==> config.mk <==
export PLATFORM = sky130hd
export DESIGN_NAME = rgbfb_front
export DESIGN_NICKNAME = d
export VERILOG_FILES = /design/src/rtl/core/rgbfb_pkg.sv /design/src/rtl/core/rgbfb_front.sv
export SDC_FILE = /design/constraint.sdc
export NUM_CORES = 1
export LEC_CHECK = 0
export ABC_AREA = 1
export BUFFER_PORTS_ARGS = -buffer_cell sky130_fd_sc_hd__buf_4
export CORE_UTILIZATION = 38
export DETAILED_ROUTE_END_ITERATION = 7
export GPL_TIMING_DRIVEN = 1
export SETUP_SLACK_MARGIN = 0.05
export SYNTH_ARGS = -nofsm -noshare
export SYNTH_HDL_FRONTEND = slang
export SYNTH_SLANG_ARGS = --single-unit
export TNS_END_PERCENT = 10
==> constraint.sdc <==
create_clock -name vclk -period 13.3
set_clock_uncertainty 0.15 [all_clocks]
set_input_delay 0.665 -clock vclk [all_inputs]
set_output_delay 0.665 -clock vclk [all_outputs]
set_load 0.005 [all_outputs]
==> src/rtl/core/rgbfb_pkg.sv <==
package rgbfb_pkg;

  // default image bounds
  localparam int DEFAULT_MAX_WIDTH  = 128;
  localparam int DEFAULT_MAX_HEIGHT = 128;

  // depth of the command queue between front and back, a power of two
  localparam int QUEUE_DEPTH = 2;

  // register reset values
  localparam logic [7:0]  RST_WIDTH  = 8'd128;
  localparam logic [7:0]  RST_HEIGHT = 8'd128;

  // apb address width: seven registers at 4-byte spacing
  localparam int PADDR_W = 5;

  typedef enum logic [1:0] {
    OP_WRITE = 2'd0,
    OP_FILL  = 2'd1,
    OP_READ  = 2'd2,
    OP_EMIT  = 2'd3
  } op_e;

  typedef enum logic [1:0] {
    XF_NONE   = 2'd0,
    XF_MIRR_H = 2'd1,
    XF_MIRR_V = 2'd2,
    XF_ROT180 = 2'd3
  } xform_e;

  typedef enum logic [2:0] {
    REG_WIDTH   = 3'd0,
    REG_HEIGHT  = 3'd1,
    REG_DEST_X  = 3'd2,
    REG_DEST_Y  = 3'd3,
    REG_XFORM   = 3'd4,
    REG_KEY_COL = 3'd5,
    REG_KEY_EN  = 3'd6
  } reg_e;

  typedef enum logic [1:0] {
    BK_CLEAR,
    BK_RUN,
    BK_FILL
  } back_state_e;

  // configuration register set
  typedef struct packed {
    logic [7:0]  width_in_use;
    logic [7:0]  height_in_use;
    logic [15:0] dest_x;
    logic [15:0] dest_y;
    xform_e      transform_mode;
    logic [15:0] key_color;
    logic        key_enable;
  } cfg_t;

  // classified command handed from front to back (address travels beside it)
  typedef struct packed {
    op_e         op;
    logic        in_img;
    logic [7:0]  color;
    logic [15:0] out_x;
    logic [15:0] out_y;
  } cmd_t;

  // back status toward the top level
  typedef struct packed {
    logic clearing;
  } back_status_t;

  // rgb565 to rgb332: keep the top bits of each channel
  function automatic logic [7:0] to332(input logic [15:0] c);
    return {c[15:13], c[10:8], c[4:3]};
  endfunction

  // rgb332 to rgb565: red and green low bits filled from the channel lsb, blue from either bit
  function automatic logic [15:0] to565(input logic [7:0] c);
    return {c[7:5], {2{c[5]}}, c[4:2], {3{c[2]}}, c[1:0], {3{|c[1:0]}}};
  endfunction

endpackage

==> src/rtl/core/rgbfb_front.sv <==
module rgbfb_front #(
  parameter int MAX_WIDTH  = rgbfb_pkg::DEFAULT_MAX_WIDTH,
  parameter int MAX_HEIGHT = rgbfb_pkg::DEFAULT_MAX_HEIGHT,
  localparam int DEPTH  = MAX_WIDTH * MAX_HEIGHT,
  localparam int ADDR_W = (DEPTH > 1) ? $clog2(DEPTH) : 1
) (
  input  rgbfb_pkg::op_e      operation_i,
  input  logic signed [15:0]  pix_x_i,
  input  logic signed [15:0]  pix_y_i,
  input  logic [15:0]         pix_color_i,
  input  rgbfb_pkg::cfg_t     cfg_i,
  output rgbfb_pkg::cmd_t     cmd_o,
  output logic [ADDR_W-1:0]   addr_o
);
  import rgbfb_pkg::*;

  localparam int PROD_W = $clog2(DEPTH + 1);
  localparam int WD_W   = $clog2(MAX_WIDTH + 1);
  localparam int HT_W   = $clog2(MAX_HEIGHT + 1);
  localparam int XI_W   = (MAX_WIDTH > 1) ? $clog2(MAX_WIDTH) : 1;
  localparam int YI_W   = (MAX_HEIGHT > 1) ? $clog2(MAX_HEIGHT) : 1;

  logic [WD_W-1:0]   w;
  logic [HT_W-1:0]   h;
  logic              in_img;
  logic              is_fill;
  logic [PROD_W-1:0] mul_a;
  logic [PROD_W-1:0] prod;
  logic [15:0]       sx;
  logic [15:0]       sy;
  logic              mir_x;
  logic              mir_y;

  // clamp the image size to 1..max
  always_comb begin
    if (cfg_i.width_in_use == 8'd0) begin
      w = WD_W'(1);
    end else if (32'(cfg_i.width_in_use) > MAX_WIDTH) begin
      w = WD_W'(MAX_WIDTH);
    end else begin
      w = WD_W'(cfg_i.width_in_use);
    end
    if (cfg_i.height_in_use == 8'd0) begin
      h = HT_W'(1);
    end else if (32'(cfg_i.height_in_use) > MAX_HEIGHT) begin
      h = HT_W'(MAX_HEIGHT);
    end else begin
      h = HT_W'(cfg_i.height_in_use);
    end
  end

  // bounds check on the signed coordinate
  assign in_img = !pix_x_i[15] && !pix_y_i[15] &&
                  ({1'b0, pix_x_i[14:0]} < 16'(w)) &&
                  ({1'b0, pix_y_i[14:0]} < 16'(h));

  // one shared multiplier: row base for pixels, pixel count for fill
  assign is_fill = (operation_i == OP_FILL);
  assign mul_a   = is_fill ? PROD_W'(h) : PROD_W'(pix_y_i[YI_W-1:0]);
  assign prod    = mul_a * PROD_W'(w);

  always_comb begin
    if (is_fill) begin
      addr_o = ADDR_W'(prod - PROD_W'(1));
    end else if (in_img) begin
      addr_o = ADDR_W'(prod + PROD_W'(pix_x_i[XI_W-1:0]));
    end else begin
      addr_o = '0;
    end
  end

  // mirror within the image, then add the offset
  assign mir_x = (cfg_i.transform_mode == XF_MIRR_H) || (cfg_i.transform_mode == XF_ROT180);
  assign mir_y = (cfg_i.transform_mode == XF_MIRR_V) || (cfg_i.transform_mode == XF_ROT180);
  assign sx    = mir_x ? (16'(w) - 16'd1 - pix_x_i) : pix_x_i;
  assign sy    = mir_y ? (16'(h) - 16'd1 - pix_y_i) : pix_y_i;

  always_comb begin
    cmd_o.op     = operation_i;
    cmd_o.in_img = in_img;
    cmd_o.color  = to332(pix_color_i);
    if (operation_i == OP_EMIT) begin
      cmd_o.out_x = sx + cfg_i.dest_x;
      cmd_o.out_y = sy + cfg_i.dest_y;
    end else begin
      cmd_o.out_x = '0;
      cmd_o.out_y = '0;
    end
  end

endmodule

==> impl_results.md <==
* Status: finished, final reports clean
* Worst setup margin at 6.268 ns
* Overall global routing resource usage at 0.2238
* Placeable Area at 18890 µm²
* Pre-CTS setup slack at 6.309 ns
* Boundary pin count at 174
* FMAX at 142.2 MHz
* Rows at 50
* Yosys top cell by area: ha_1
* CP Class: input pin to output pin
* Share of cells above drive strength 1 at 0.1188
* ANT cells at 0
* Synth area leaders: ha_1 19%, nand2_1 15%, inv_1 12%
* Power density over the cells at 69.13 nW/µm²
* Pleak at 4.984 nW
* Die X at 141.5 µm
* VDD IR-drop max at 0.02840 mV
* Initial Util at 0.3913
* Period minus WS final at 7.032 ns
* Cts hold-fix bufs at 0
* Sum Neg Setup Slack at 0 ns
* Area grow syn2layout at 16.00%
* Layout Utilization at 0.4538
* Unrepaired setup endpoints after global routing: false
* Worst setup SP type: input pin
* Worst Hold Class: input pin to output pin
* Via count at 8160
* Most frequent cells after synthesis: 289 x nand2_1, 246 x inv_1, 153 x nor2_1
* Number of port buffers at 133
* CLK BUF at 0
* Pre-Repair DR Iteration Count at 5
* Count leader, synth: nand2_1
* Via density per instance at 4.948
* Rel. slew slack at 0.5072
* Synth unique cells at 49
* Post-Syn Instances at 1279
* First-pass GRT wire length at 36980 µm
* Post_cts resized at 0
* Crit-path slowest cell: fa_1
* Synth Warn # at 0
* Synth top area share at 0.1947
* Nets at 1663
* Period utilization at 0.5288
* Post-CTS setup buffer count at 0
* Drt initial violations at 415
* Sequential cell area at 0 µm²
* Remaining antenna violation count at 0
* Antenna violations before repair at 0
* Total congestion overflow at 0
* Mapped Area at 7392 µm²
* Crit path DAT at 6.22 ns
* Final hold vios at 0
* Routed len/inst at 13.30 µm
* Worst Setup End Kind: output pin
* Crit-path max FO at 8
* Placer Congestion at 0.9084
* FFs & Latches at 0
* Die H at 141.5 µm
* Seq/Total Area, Yosys at 0
* Min-Delay Path Depth at 0
* Hold path start: pix_color_i[4]
* CP peak stage delay at 0.54 ns
* Avg Cell Area, Syn at 5.780 µm²
* Vias in the first global route at 7806
* Hpwl dp at 19170 µm
* Die area at 20020 µm²
* Required @ worst endpoint at 12.48 ns
* Max-cap violations at 0
* Largest net degree at the start of global routing at 23
* Most frequent CP cell: nand2_1
* WL final at 21940 µm
* Measured slew at the worst slew-check pin at 0.7373 ns
* Hold endpoint: cmd_o[33]
* Final setup violation count at 0
* Slew Viols, Final at 0
* DRC at 0
[through the flow]
stage                     hold WS [ns]  area [µm²]  instances  power [mW]
final                            1.180        8574       1649      0.5927
after global routing             1.180        8574       1649      0.6813
after CTS                        1.180        8574       1649      0.5919
after detailed placement         1.180        8574       1649      0.5878
after global placement           1.180        8574       1649      0.5842
after floorplan                  1.261        7396       1280      0.4351
[kinds of logic after synthesis]
family,after synthesis,synth area share
XOR/XNOR,40,0.04841
adder cells (fa/ha/maj),155,0.3030
buffers and inverters,277,0.1484
other,1,0.0005073
AO/OA/AOI/OAI,209,0.1569
AND/OR/NAND/NOR,597,0.3428
[power breakdown]
part	internal, mW	switching, mW	total, mW
combinational	0.225	0.367	0.593
clock	0	0	0
sequential	0	0	0
[metal layers]
| layer | wire length [µm] | up-vias | share of wire | global-route usage |
|---|---|---|---|---|
| met1 | 11090 | 3654 | 0.51 | 0.3147 |
| met5 | 0 | - | 0 | 0 |
| met4 | 156 | 0 | 0.0071 | 0.01302 |
| met2 | 9847 | 182 | 0.45 | 0.3927 |
| met3 | 846 | 14 | 0.039 | 0.01249 |
| li1 | - | 4310 | - | - |
[cells in the final DEF, fill, tap and decap left out, types with 7 or more instances in the layout]
cell | Yosys | final
nand2_1 | 289 | 289
inv_1 | 246 | 246
nor2_1 | 153 | 153
buf_4 | 12 | 133
ha_1 | 115 | 115
a21oi_1 | 95 | 95
nand3_1 | 90 | 90
o21ai_0 | 66 | 66
fa_1 | 40 | 40
xor2_1 | 30 | 30
nand4_1 | 21 | 21
nor3_1 | 9 | 9
o21bai_1 | 9 | 9
xnor2_1 | 9 | 9
nand2_2 | 7 | 7
[worst max path at each step]
stage / startpoint / end / slack [ns]
2_1_floorplan: cfg_i[56] / addr_o[13] / 7.31
3_3_place_gp: cfg_i[58] / addr_o[13] / 6.35
3_5_place_dp: cfg_i[58] / addr_o[13] / 6.31
4_1_cts: cfg_i[58] / addr_o[13] / 6.29
5_1_grt: cfg_i[58] / addr_o[13] / 5.76
6_report: cfg_i[58] / addr_o[13] / 6.27
[final cells by class]
cell class	instances	area (µm²)
well taps	260	325.3
inverters	253	952.2
multi-input cells	1003	6299
repair buffers	133	998.5
fillers	2122	10320
[worst max-delay path, delay by kind of cell]
kind | cells | cell delay (ns)
adder cells (fa/ha/maj) | 6 | 2.47
AND/OR/NAND/NOR | 13 | 1.25
buffers and inverters | 7 | 0.77
AO/OA/AOI/OAI | 3 | 0.73
XOR/XNOR | 1 | 0.33
Power figures use the tool's default switching activity.
