### config.mk
export PLATFORM = sky130hd
export DESIGN_NAME = rgbfb_queue
export DESIGN_NICKNAME = d
export VERILOG_FILES = /design/src/rtl/core/rgbfb_pkg.sv /design/src/rtl/core/rgbfb_queue.sv
export SDC_FILE = /design/constraint.sdc
export NUM_CORES = 1
export LEC_CHECK = 0
export BUFFER_PORTS_ARGS = -buffer_cell sky130_fd_sc_hd__buf_2
export CAP_MARGIN = 5
export CORE_MARGIN = 4
export CORE_UTILIZATION = 52
export CTS_CLUSTER_DIAMETER = 120
export CTS_CLUSTER_SIZE = 20
export DETAILED_ROUTE_END_ITERATION = 10
export GPL_ROUTABILITY_DRIVEN = 0
export PLACE_DENSITY = 0.82
export SLEW_MARGIN = 20
export SYNTH_ARGS = -nofsm -noshare
export SYNTH_HDL_FRONTEND = slang
export SYNTH_SLANG_ARGS = --single-unit
### constraint.sdc
create_clock -name clk_i -period 3.32 [get_ports clk_i]
set_clock_uncertainty 0.1 [all_clocks]
set_input_delay 0.664 -clock clk_i [delete_from_list [all_inputs] [get_ports clk_i]]
set_output_delay 0.664 -clock clk_i [all_outputs]
set_load 0.03 [all_outputs]
### src/rtl/core/rgbfb_pkg.sv
package rgbfb_pkg;

  // default image bounds
  localparam int DEFAULT_MAX_WIDTH  = 128;
  localparam int DEFAULT_MAX_HEIGHT = 128;

  // depth of the command queue between front and back, a power of two
  localparam int QUEUE_DEPTH = 2;

  // register reset values
  localparam logic [7:0]  RST_WIDTH  = 8'd128;
  localparam logic [7:0]  RST_HEIGHT = 8'd128;

  // apb address width: seven registers at 4-byte spacing
  localparam int PADDR_W = 5;

  typedef enum logic [1:0] {
    OP_WRITE = 2'd0,
    OP_FILL  = 2'd1,
    OP_READ  = 2'd2,
    OP_EMIT  = 2'd3
  } op_e;

  typedef enum logic [1:0] {
    XF_NONE   = 2'd0,
    XF_MIRR_H = 2'd1,
    XF_MIRR_V = 2'd2,
    XF_ROT180 = 2'd3
  } xform_e;

  typedef enum logic [2:0] {
    REG_WIDTH   = 3'd0,
    REG_HEIGHT  = 3'd1,
    REG_DEST_X  = 3'd2,
    REG_DEST_Y  = 3'd3,
    REG_XFORM   = 3'd4,
    REG_KEY_COL = 3'd5,
    REG_KEY_EN  = 3'd6
  } reg_e;

  typedef enum logic [1:0] {
    BK_CLEAR,
    BK_RUN,
    BK_FILL
  } back_state_e;

  // configuration register set
  typedef struct packed {
    logic [7:0]  width_in_use;
    logic [7:0]  height_in_use;
    logic [15:0] dest_x;
    logic [15:0] dest_y;
    xform_e      transform_mode;
    logic [15:0] key_color;
    logic        key_enable;
  } cfg_t;

  // classified command handed from front to back (address travels beside it)
  typedef struct packed {
    op_e         op;
    logic        in_img;
    logic [7:0]  color;
    logic [15:0] out_x;
    logic [15:0] out_y;
  } cmd_t;

  // back status toward the top level
  typedef struct packed {
    logic clearing;
  } back_status_t;

  // rgb565 to rgb332: keep the top bits of each channel
  function automatic logic [7:0] to332(input logic [15:0] c);
    return {c[15:13], c[10:8], c[4:3]};
  endfunction

  // rgb332 to rgb565: red and green low bits filled from the channel lsb, blue from either bit
  function automatic logic [15:0] to565(input logic [7:0] c);
    return {c[7:5], {2{c[5]}}, c[4:2], {3{c[2]}}, c[1:0], {3{|c[1:0]}}};
  endfunction

endpackage

### src/rtl/core/rgbfb_queue.sv
module rgbfb_queue #(
  parameter int WIDTH = 8
) (
  input  logic             clk_i,
  input  logic             rst_ni,
  input  logic             push_i,
  input  logic [WIDTH-1:0] push_data_i,
  output logic             full_o,
  input  logic             pop_i,
  output logic             valid_o,
  output logic [WIDTH-1:0] head_o
);
  import rgbfb_pkg::*;

  localparam int PTR_W = $clog2(QUEUE_DEPTH);

  logic [WIDTH-1:0] slot_q [QUEUE_DEPTH];
  logic [PTR_W-1:0] wr_ptr_q, wr_ptr_d;
  logic [PTR_W-1:0] rd_ptr_q, rd_ptr_d;
  logic [PTR_W:0]   count_q, count_d;
  logic             do_push;
  logic             do_pop;

  assign full_o  = (count_q == (PTR_W + 1)'(QUEUE_DEPTH));
  assign valid_o = (count_q != '0);
  assign head_o  = slot_q[rd_ptr_q];
  assign do_push = push_i && !full_o;
  assign do_pop  = pop_i && valid_o;

  // pointer and fill count update
  always_comb begin
    wr_ptr_d = do_push ? wr_ptr_q + PTR_W'(1) : wr_ptr_q;
    rd_ptr_d = do_pop  ? rd_ptr_q + PTR_W'(1) : rd_ptr_q;
    count_d  = count_q;
    if (do_push && !do_pop) begin
      count_d = count_q + (PTR_W + 1)'(1);
    end else if (do_pop && !do_push) begin
      count_d = count_q - (PTR_W + 1)'(1);
    end
  end

  always_ff @(posedge clk_i or negedge rst_ni) begin
    if (!rst_ni) begin
      wr_ptr_q <= '0;
      rd_ptr_q <= '0;
      count_q  <= '0;
    end else begin
      wr_ptr_q <= wr_ptr_d;
      rd_ptr_q <= rd_ptr_d;
      count_q  <= count_d;
    end
  end

  // entry storage
  always_ff @(posedge clk_i) begin
    if (do_push) begin
      slot_q[wr_ptr_q] <= push_data_i;
    end
  end

endmodule

==> results.json, run 1 <==
{
  "synth_top_area_share_pct": 61.1,
  "slew_headroom_pct": 55.0,
  "status": "finished clean",
  "synth_edf_count": 16,
  "post-place-ws_ns": 1.46,
  "p_leak_nw": 0.389,
  "pin_count": 22,
  "slowest_delay_ns": 0.57,
  "route.vias.total": 412,
  "syn_to_final_growth_pct": 18.5,
  "crit_slowest_cell": "dfrtp_1",
  "final_layout_size_suffix_gt1_share_pct": 39.7,
  "ys_dominant_reg_cell": "edfxtp_1",
  "cp.required_ns": 2.56,
  "routedWlPerCell_um": 14.0,
  "track_usage_pct": 13.2,
  "antenna_found_initial": 0,
  "core_um2": 1370,
  "hold_violations": 0,
  "numCtsBuffers": 3,
  "final.fill_count": 103,
  "ys_warn_count": 0,
  "yosys-top-cells-area": "edfxtp_1, dfrtp_1, mux2_1",
  "syn_inst": 44,
  "synth_common_cells": "edfxtp_1, mux2_1, dfrtp_1, xnor2_1",
  "die_w_um": 46.9,
  "grt_start_max_net_pins": 12,
  "ant_nets": 0,
  "path_cells": "mux2_1, buf_2",
  "grt_pass1_vias": 434,
  "layout.nets": 82,
  "clk_pin_slew_ns": 0.10,
  "cts.sinks": 20,
  "hpwl_um": 907,
  "power_density_nw_per_um2": 916,
  "fmax_ghz": 0.464,
  "synthAdderAreaFrac_pct": 1.59,
  "post_cts_resize_count": 0,
  "async_flop_share_pct": 20.0,
  "synth_top_family_by_area": "multiplexers",
  "crit_path_start_kind": "flip-flop",
  "firstDrtPassIters": 2,
  "post_cts_buffers": 0,
  "htreeDepth": 1,
  "cts-root-buf": "clkbuf_4",
  "drtIter0Drc": 2,
  "synth.most_common_cell": "edfxtp_1",
  "finalWirelength_um": 1170,
  "syn-cell-area_um2": 786,
  "worst_slack_ns": 1.16,
  "synth-simple-area-share_pct": 5.89,
  "path_delay_family": "flip-flops",
  "cap_violations": 0,
  "hold_path.class": "primary input to asynchronous set/reset pin",
  "die-area_um2": 2200,
  "syn_avg_cell_area_um2": 17.9,
  "peakVddDrop_mv": 0.633,
  "critPathBufInv": 1,
  "ys_seq_area_share_pct": 73.9,
  "rows": 13,
  "cp-end-kind": "output pin",
  "ys_ff_latch": 20,
  "slew_viol_final": 0,
  "final-setup-viol-count": 0,
  "grt_pass1_wl_um": 1950,
  "crit_arrival_ns": 1.39,
  "initial_utilization_pct": 57.5,
  "synth_top_area_cell": "edfxtp_1",
  "synth-compound-area-share_pct": 0,
  "cts_buffer_depth": 2,
  "diodes": 0,
  "drc": 0,
  "die_height_um": 46.9,
  "clk_latency_ns": 0.29,
  "tightest_slew_ns": 0.673,
  "ctsHoldBuffers": 0,
  "critPathKind": "flip-flop to output pin",
  "setup-tns-final_ns": 0,
  "synth_xor_xnor_area_share_pct": 5.57,
  "cp_max_fo": 9,
  "grt_overflow": 0,
  "finalPower_w": 0.000852,
  "vias_per_cell": 4.96,
  "post-route-period-util_pct": 65.0,
  "synth_cell_type_count": 14,
  "syn_nets": 57,
  "cts_tree": "done",
  "muxShareOfSynthArea_pct": 11.5,
  "period_needed_ns": 2.16,
  "placed_cell_area_um2": 905,
  "portBuffers": 21,
  "fin_area_um2": 931,
  "rsz0062_at_grt": "false"
}
-- worst paths after layout --
kind / start / endpoint / slack (ns) / depth (start not counted)
hold reg to reg: wr_ptr_q / wr_ptr_q / 0.40 / 1
min in group clk_i: wr_ptr_q / wr_ptr_q / 0.40 / 1
setup / recovery: rd_ptr_q / head_o[5] / 1.16 / 2
hold / removal: rst_ni / wr_ptr_q / 0.06 / 1
setup reg to reg: count_q[0] / slot_q[0][5] / 1.65 / 3
max in group asynchronous: rst_ni / count_q[1] / 2.94 / 1
-- power by group --
group | total [W] | internal, W | switching, W
clock network | 0.000108 | 0.0000436 | 0.0000646
logic | 0.000345 | 0.000129 | 0.000215
registers | 0.000400 | 0.000351 | 0.0000487
-- metal layers --
layer | vias up | global-route usage (%) | wire, um
met5 | - | 0 | 0
met2 | 14 | 21.1 | 608
met4 | 0 | 8.29 | 9
met1 | 189 | 15.6 | 462
met3 | 2 | 3.83 | 86
li1 | 207 | - | -
-- layout by cell type, fill, tap and decap left out --
| cell | instances |
|---|---|
| nand2_2 | 1 |
| nand2_4 | 1 |
| clkbuf_4 | 3 |
| xnor2_1 | 3 |
| clkinv_1 | 1 |
| dfrtp_1 | 4 |
| edfxtp_1 | 16 |
| ha_1 | 1 |
| buf_2 | 21 |
| or2_4 | 1 |
| inv_1 | 2 |
| mux2_1 | 8 |
| and3_1 | 1 |
| nor2_1 | 2 |
| nand2b_1 | 1 |
| xor2_1 | 2 |
-- registers in the layout (all words and copies together), names as in the netlist --
signal    count
slot_q       16
count_q       2
rd_ptr_q      1
wr_ptr_q      1
-- cells by family after synthesis --
| group | Yosys count |
|---|---|
| fa+ha+maj | 1 |
| buf+inv | 3 |
| simple gates | 7 |
| xor+xnor | 5 |
| mux | 8 |
| flops | 20 |
-- layout make-up --
cell class	instances	area (um2)	share of cell area [%]
clock buffers	3	22.5	2.42
clock inverters	1	3.75	0.403
inverters	2	7.51	0.806
multi-input cells	21	193	20.7
flip-flops and latches	20	581	62.4
well taps	15	18.8	2.02
repair buffers	21	105	11.3
-- through the flow --
stage / utilization, % / hold WS [ns] / instances
after floorplan: - / 0.268 / 44
after global placement: 66.2 / 0.376 / 79
after detailed placement: 66.2 / 0.376 / 79
after CTS: 68.1 / 0.0557 / 83
after global routing: 68.1 / 0.0360 / 83
final: 68.1 / 0.0606 / 83
-- worst register-to-register path: stages (launching register included) --
cell      delay, ns
dfrtp_1        0.43
nand2b_1       0.18
nand2_2        0.08
nor2_1         0.52
Power figures use the tool's default switching activity.
==> run 2, diff against run 1 <==
ABC_AREA = 1   (was default)
CORE_UTILIZATION = 44   (was 52)
PLACE_DENSITY = 0.73   (was 0.82)
clock period = 1.8 ns   (was 3.32 ns; I/O delays follow)
==> run 2 against run 1 <==
Compared with the run above:
- sequential power grew 79%
- sequential share of layout area shrank 5.6 points
- clock power grew 92%
- combinational power grew 150%
- critical path depth grew 2
- die area grew 21%
- synthesized area grew 6.1%
- critical endpoint is now head_o[7]
- largest cell class unchanged
==> results.json, run 2 <==
{
  "cts.sinks": 20,
  "synth.most_common_cell": "nand2_1",
  "status": "finished clean",
  "crit_path_start_kind": "flip-flop",
  "finish.utilization_pct": 58.1,
  "grt_util_met1_pct": 11.5,
  "pin_count": 22,
  "synth_top_area_share_pct": 57.7,
  "numCtsBuffers": 3,
  "ys_ff_latch": 20,
  "synth_top_area_cell": "edfxtp_1",
  "firstDrtPassIters": 4,
  "die_w_um": 51.5,
  "ys_warn_count": 0,
  "cp_max_fo": 9,
  "largest_register_ffs": 16,
  "core_um2": 1760,
  "max_flop_register": "slot_q",
  "grtUsageMet3_pct": 3.15,
  "track_usage_pct": 12.6,
  "crit_arrival_ns": 1.23,
  "drc": 0,
  "cts-root-buf": "clkbuf_4",
  "cp.required_ns": 1.34,
  "peakVddDrop_mv": 0.893,
  "antenna_found_initial": 0,
  "synth_edf_count": 16,
  "grt_pass1_wl_um": 2370,
  "ys_dominant_reg_cell": "edfxtp_1",
  "grt_pass1_vias": 578,
  "finalNonFillerCells": 126,
  "grt.busiest_layer": "met2",
  "die-area_um2": 2650,
  "syn_to_final_growth_pct": 23.0,
  "routedWlPerCell_um": 12.1,
  "syn_inst": 73,
  "period_needed_ns": 1.69,
  "p_leak_nw": 0.485,
  "ys_seq_area_share_pct": 69.7,
  "final-setup-viol-count": 0,
  "setup-tns-final_ns": 0,
  "clk_latency_ns": 0.29,
  "hold_violations": 0,
  "post-place-cells": 119,
  "reg.largest.list": "slot_q (16), count_q (2)",
  "mostFrequentLayoutCells": "nand2_1, buf_2, edfxtp_1",
  "ff2ff_path_depth": 7,
  "post-route-period-util_pct": 93.7,
  "fmax_ghz": 0.593,
  "htreeDepth": 1,
  "hp-start": "push_data_i[4]",
  "layout.nets": 115,
  "slew_headroom_pct": 78.5,
  "crit_start": "rd_ptr_q",
  "cp-end-kind": "output pin",
  "power_density_nw_per_um2": 1740,
  "hold_path.class": "primary input to flip-flop",
  "whs_path_depth": 1,
  "grt_overflow": 0,
  "rsz0062_at_grt": "false",
  "final_layout_size_suffix_gt1_share_pct": 34.7,
  "cts_tree": "done",
  "cts_buffer_depth": 2,
  "drtIter0Drc": 9,
  "synth_common_cells": "nand2_1, edfxtp_1, inv_1, dfrtp_1, nand2_2",
  "tightest_slew_ns": 0.322,
  "synth_cell_type_count": 15,
  "syn_avg_cell_area_um2": 11.4,
  "grtUsageMet2_pct": 24.6,
  "portBuffers": 21,
  "placed_cell_area_um2": 957,
  "diodes": 0,
  "finalWirelength_um": 1520,
  "syn_nets": 86,
  "async_flop_share_pct": 20.0,
  "fin_area_um2": 1020,
  "rows": 15,
  "clk_pin_slew_ns": 0.11,
  "yosys-top-cells-area": "edfxtp_1, nand2_1, dfrtp_1",
  "critPathKind": "flip-flop to output pin",
  "vias_per_cell": 4.65,
  "ant_nets": 0,
  "cap_violations": 0,
  "syn-cell-area_um2": 833,
  "route.vias.total": 586,
  "final_common_cell": "nand2_1",
  "die_height_um": 51.5,
  "slew_viol_final": 0,
  "grt_start_max_net_pins": 12,
  "initial_utilization_pct": 47.2,
  "r2r-start": "count_q[0]"
}
run 2: final cells by class:
type / count / area, um2
fill: 160 / 739
sequential: 20 / 582
multi-input combinational: 44 / 203
timing repair buffer: 25 / 150
inverter: 8 / 32.5
tap: 25 / 31.3
clock buffer: 3 / 22.5
clock inverter: 1 / 3.75
run 2: per-stage QoR:
stage / total power [W] / hold WS, ns / worst slack [ns]
3_5_place_dp: 0.00151 / 0.0712 / 0.311
4_1_cts: 0.00172 / 0.144 / 0.00593
2_1_floorplan: 0.00133 / -0.0356 / 0.192
5_1_grt: 0.00190 / 0.124 / 0.0341
6_report: 0.00178 / 0.149 / 0.114
3_3_place_gp: 0.00148 / 0.0730 / 0.327
run 2: final timing paths:
kind | to | slack, ns
worst max-delay path | head_o[7] | 0.11
worst min-delay path | slot_q[1][4] | 0.15
worst max register to register | count_q[1] | 0.31
worst min register to register | count_q[1] | 0.38
max in group asynchronous | rd_ptr_q | 1.18
min in group asynchronous | count_q[0] | 0.29
run 2: timing repair:
item | in CTS | in global routing
resized for setup | 1 | 1
endpoints found under the hold margin | 4 | 0
setup buffers | 0 | 2
hold buffers | 1 | 0
endpoints found under the setup margin | 5 | 7
gates cloned | 0 | 0
run 2: kinds of logic after synthesis:
group | synth area share, %
adders and majority gates | 1.50
AOI/OAI and AO/OA | 0.600
buffers and inverters | 6.01
and+or+nand+nor | 21.2
xor gates and xnor gates | 1.05
DFF | 69.7
run 2: worst max-delay path: stages (launching register included):
cell and delay (ns):
dfrtp_2 0.47, inv_4 0.12, nand2_1 0.07, nand2_1 0.07, buf_2 0.19
run 2: per-layer routing:
layer | wire [um] | share of wire, %
met5 | 0 | 0
met4 | 8 | 0.52
met3 | 88 | 5.8
met2 | 870 | 57
met1 | 556 | 36
run 2: power by group:
group          internal, W  total, W  switching, W
combinational     0.000278  0.000859      0.000581
clock            0.0000806  0.000207      0.000127
sequential        0.000645  0.000717     0.0000722
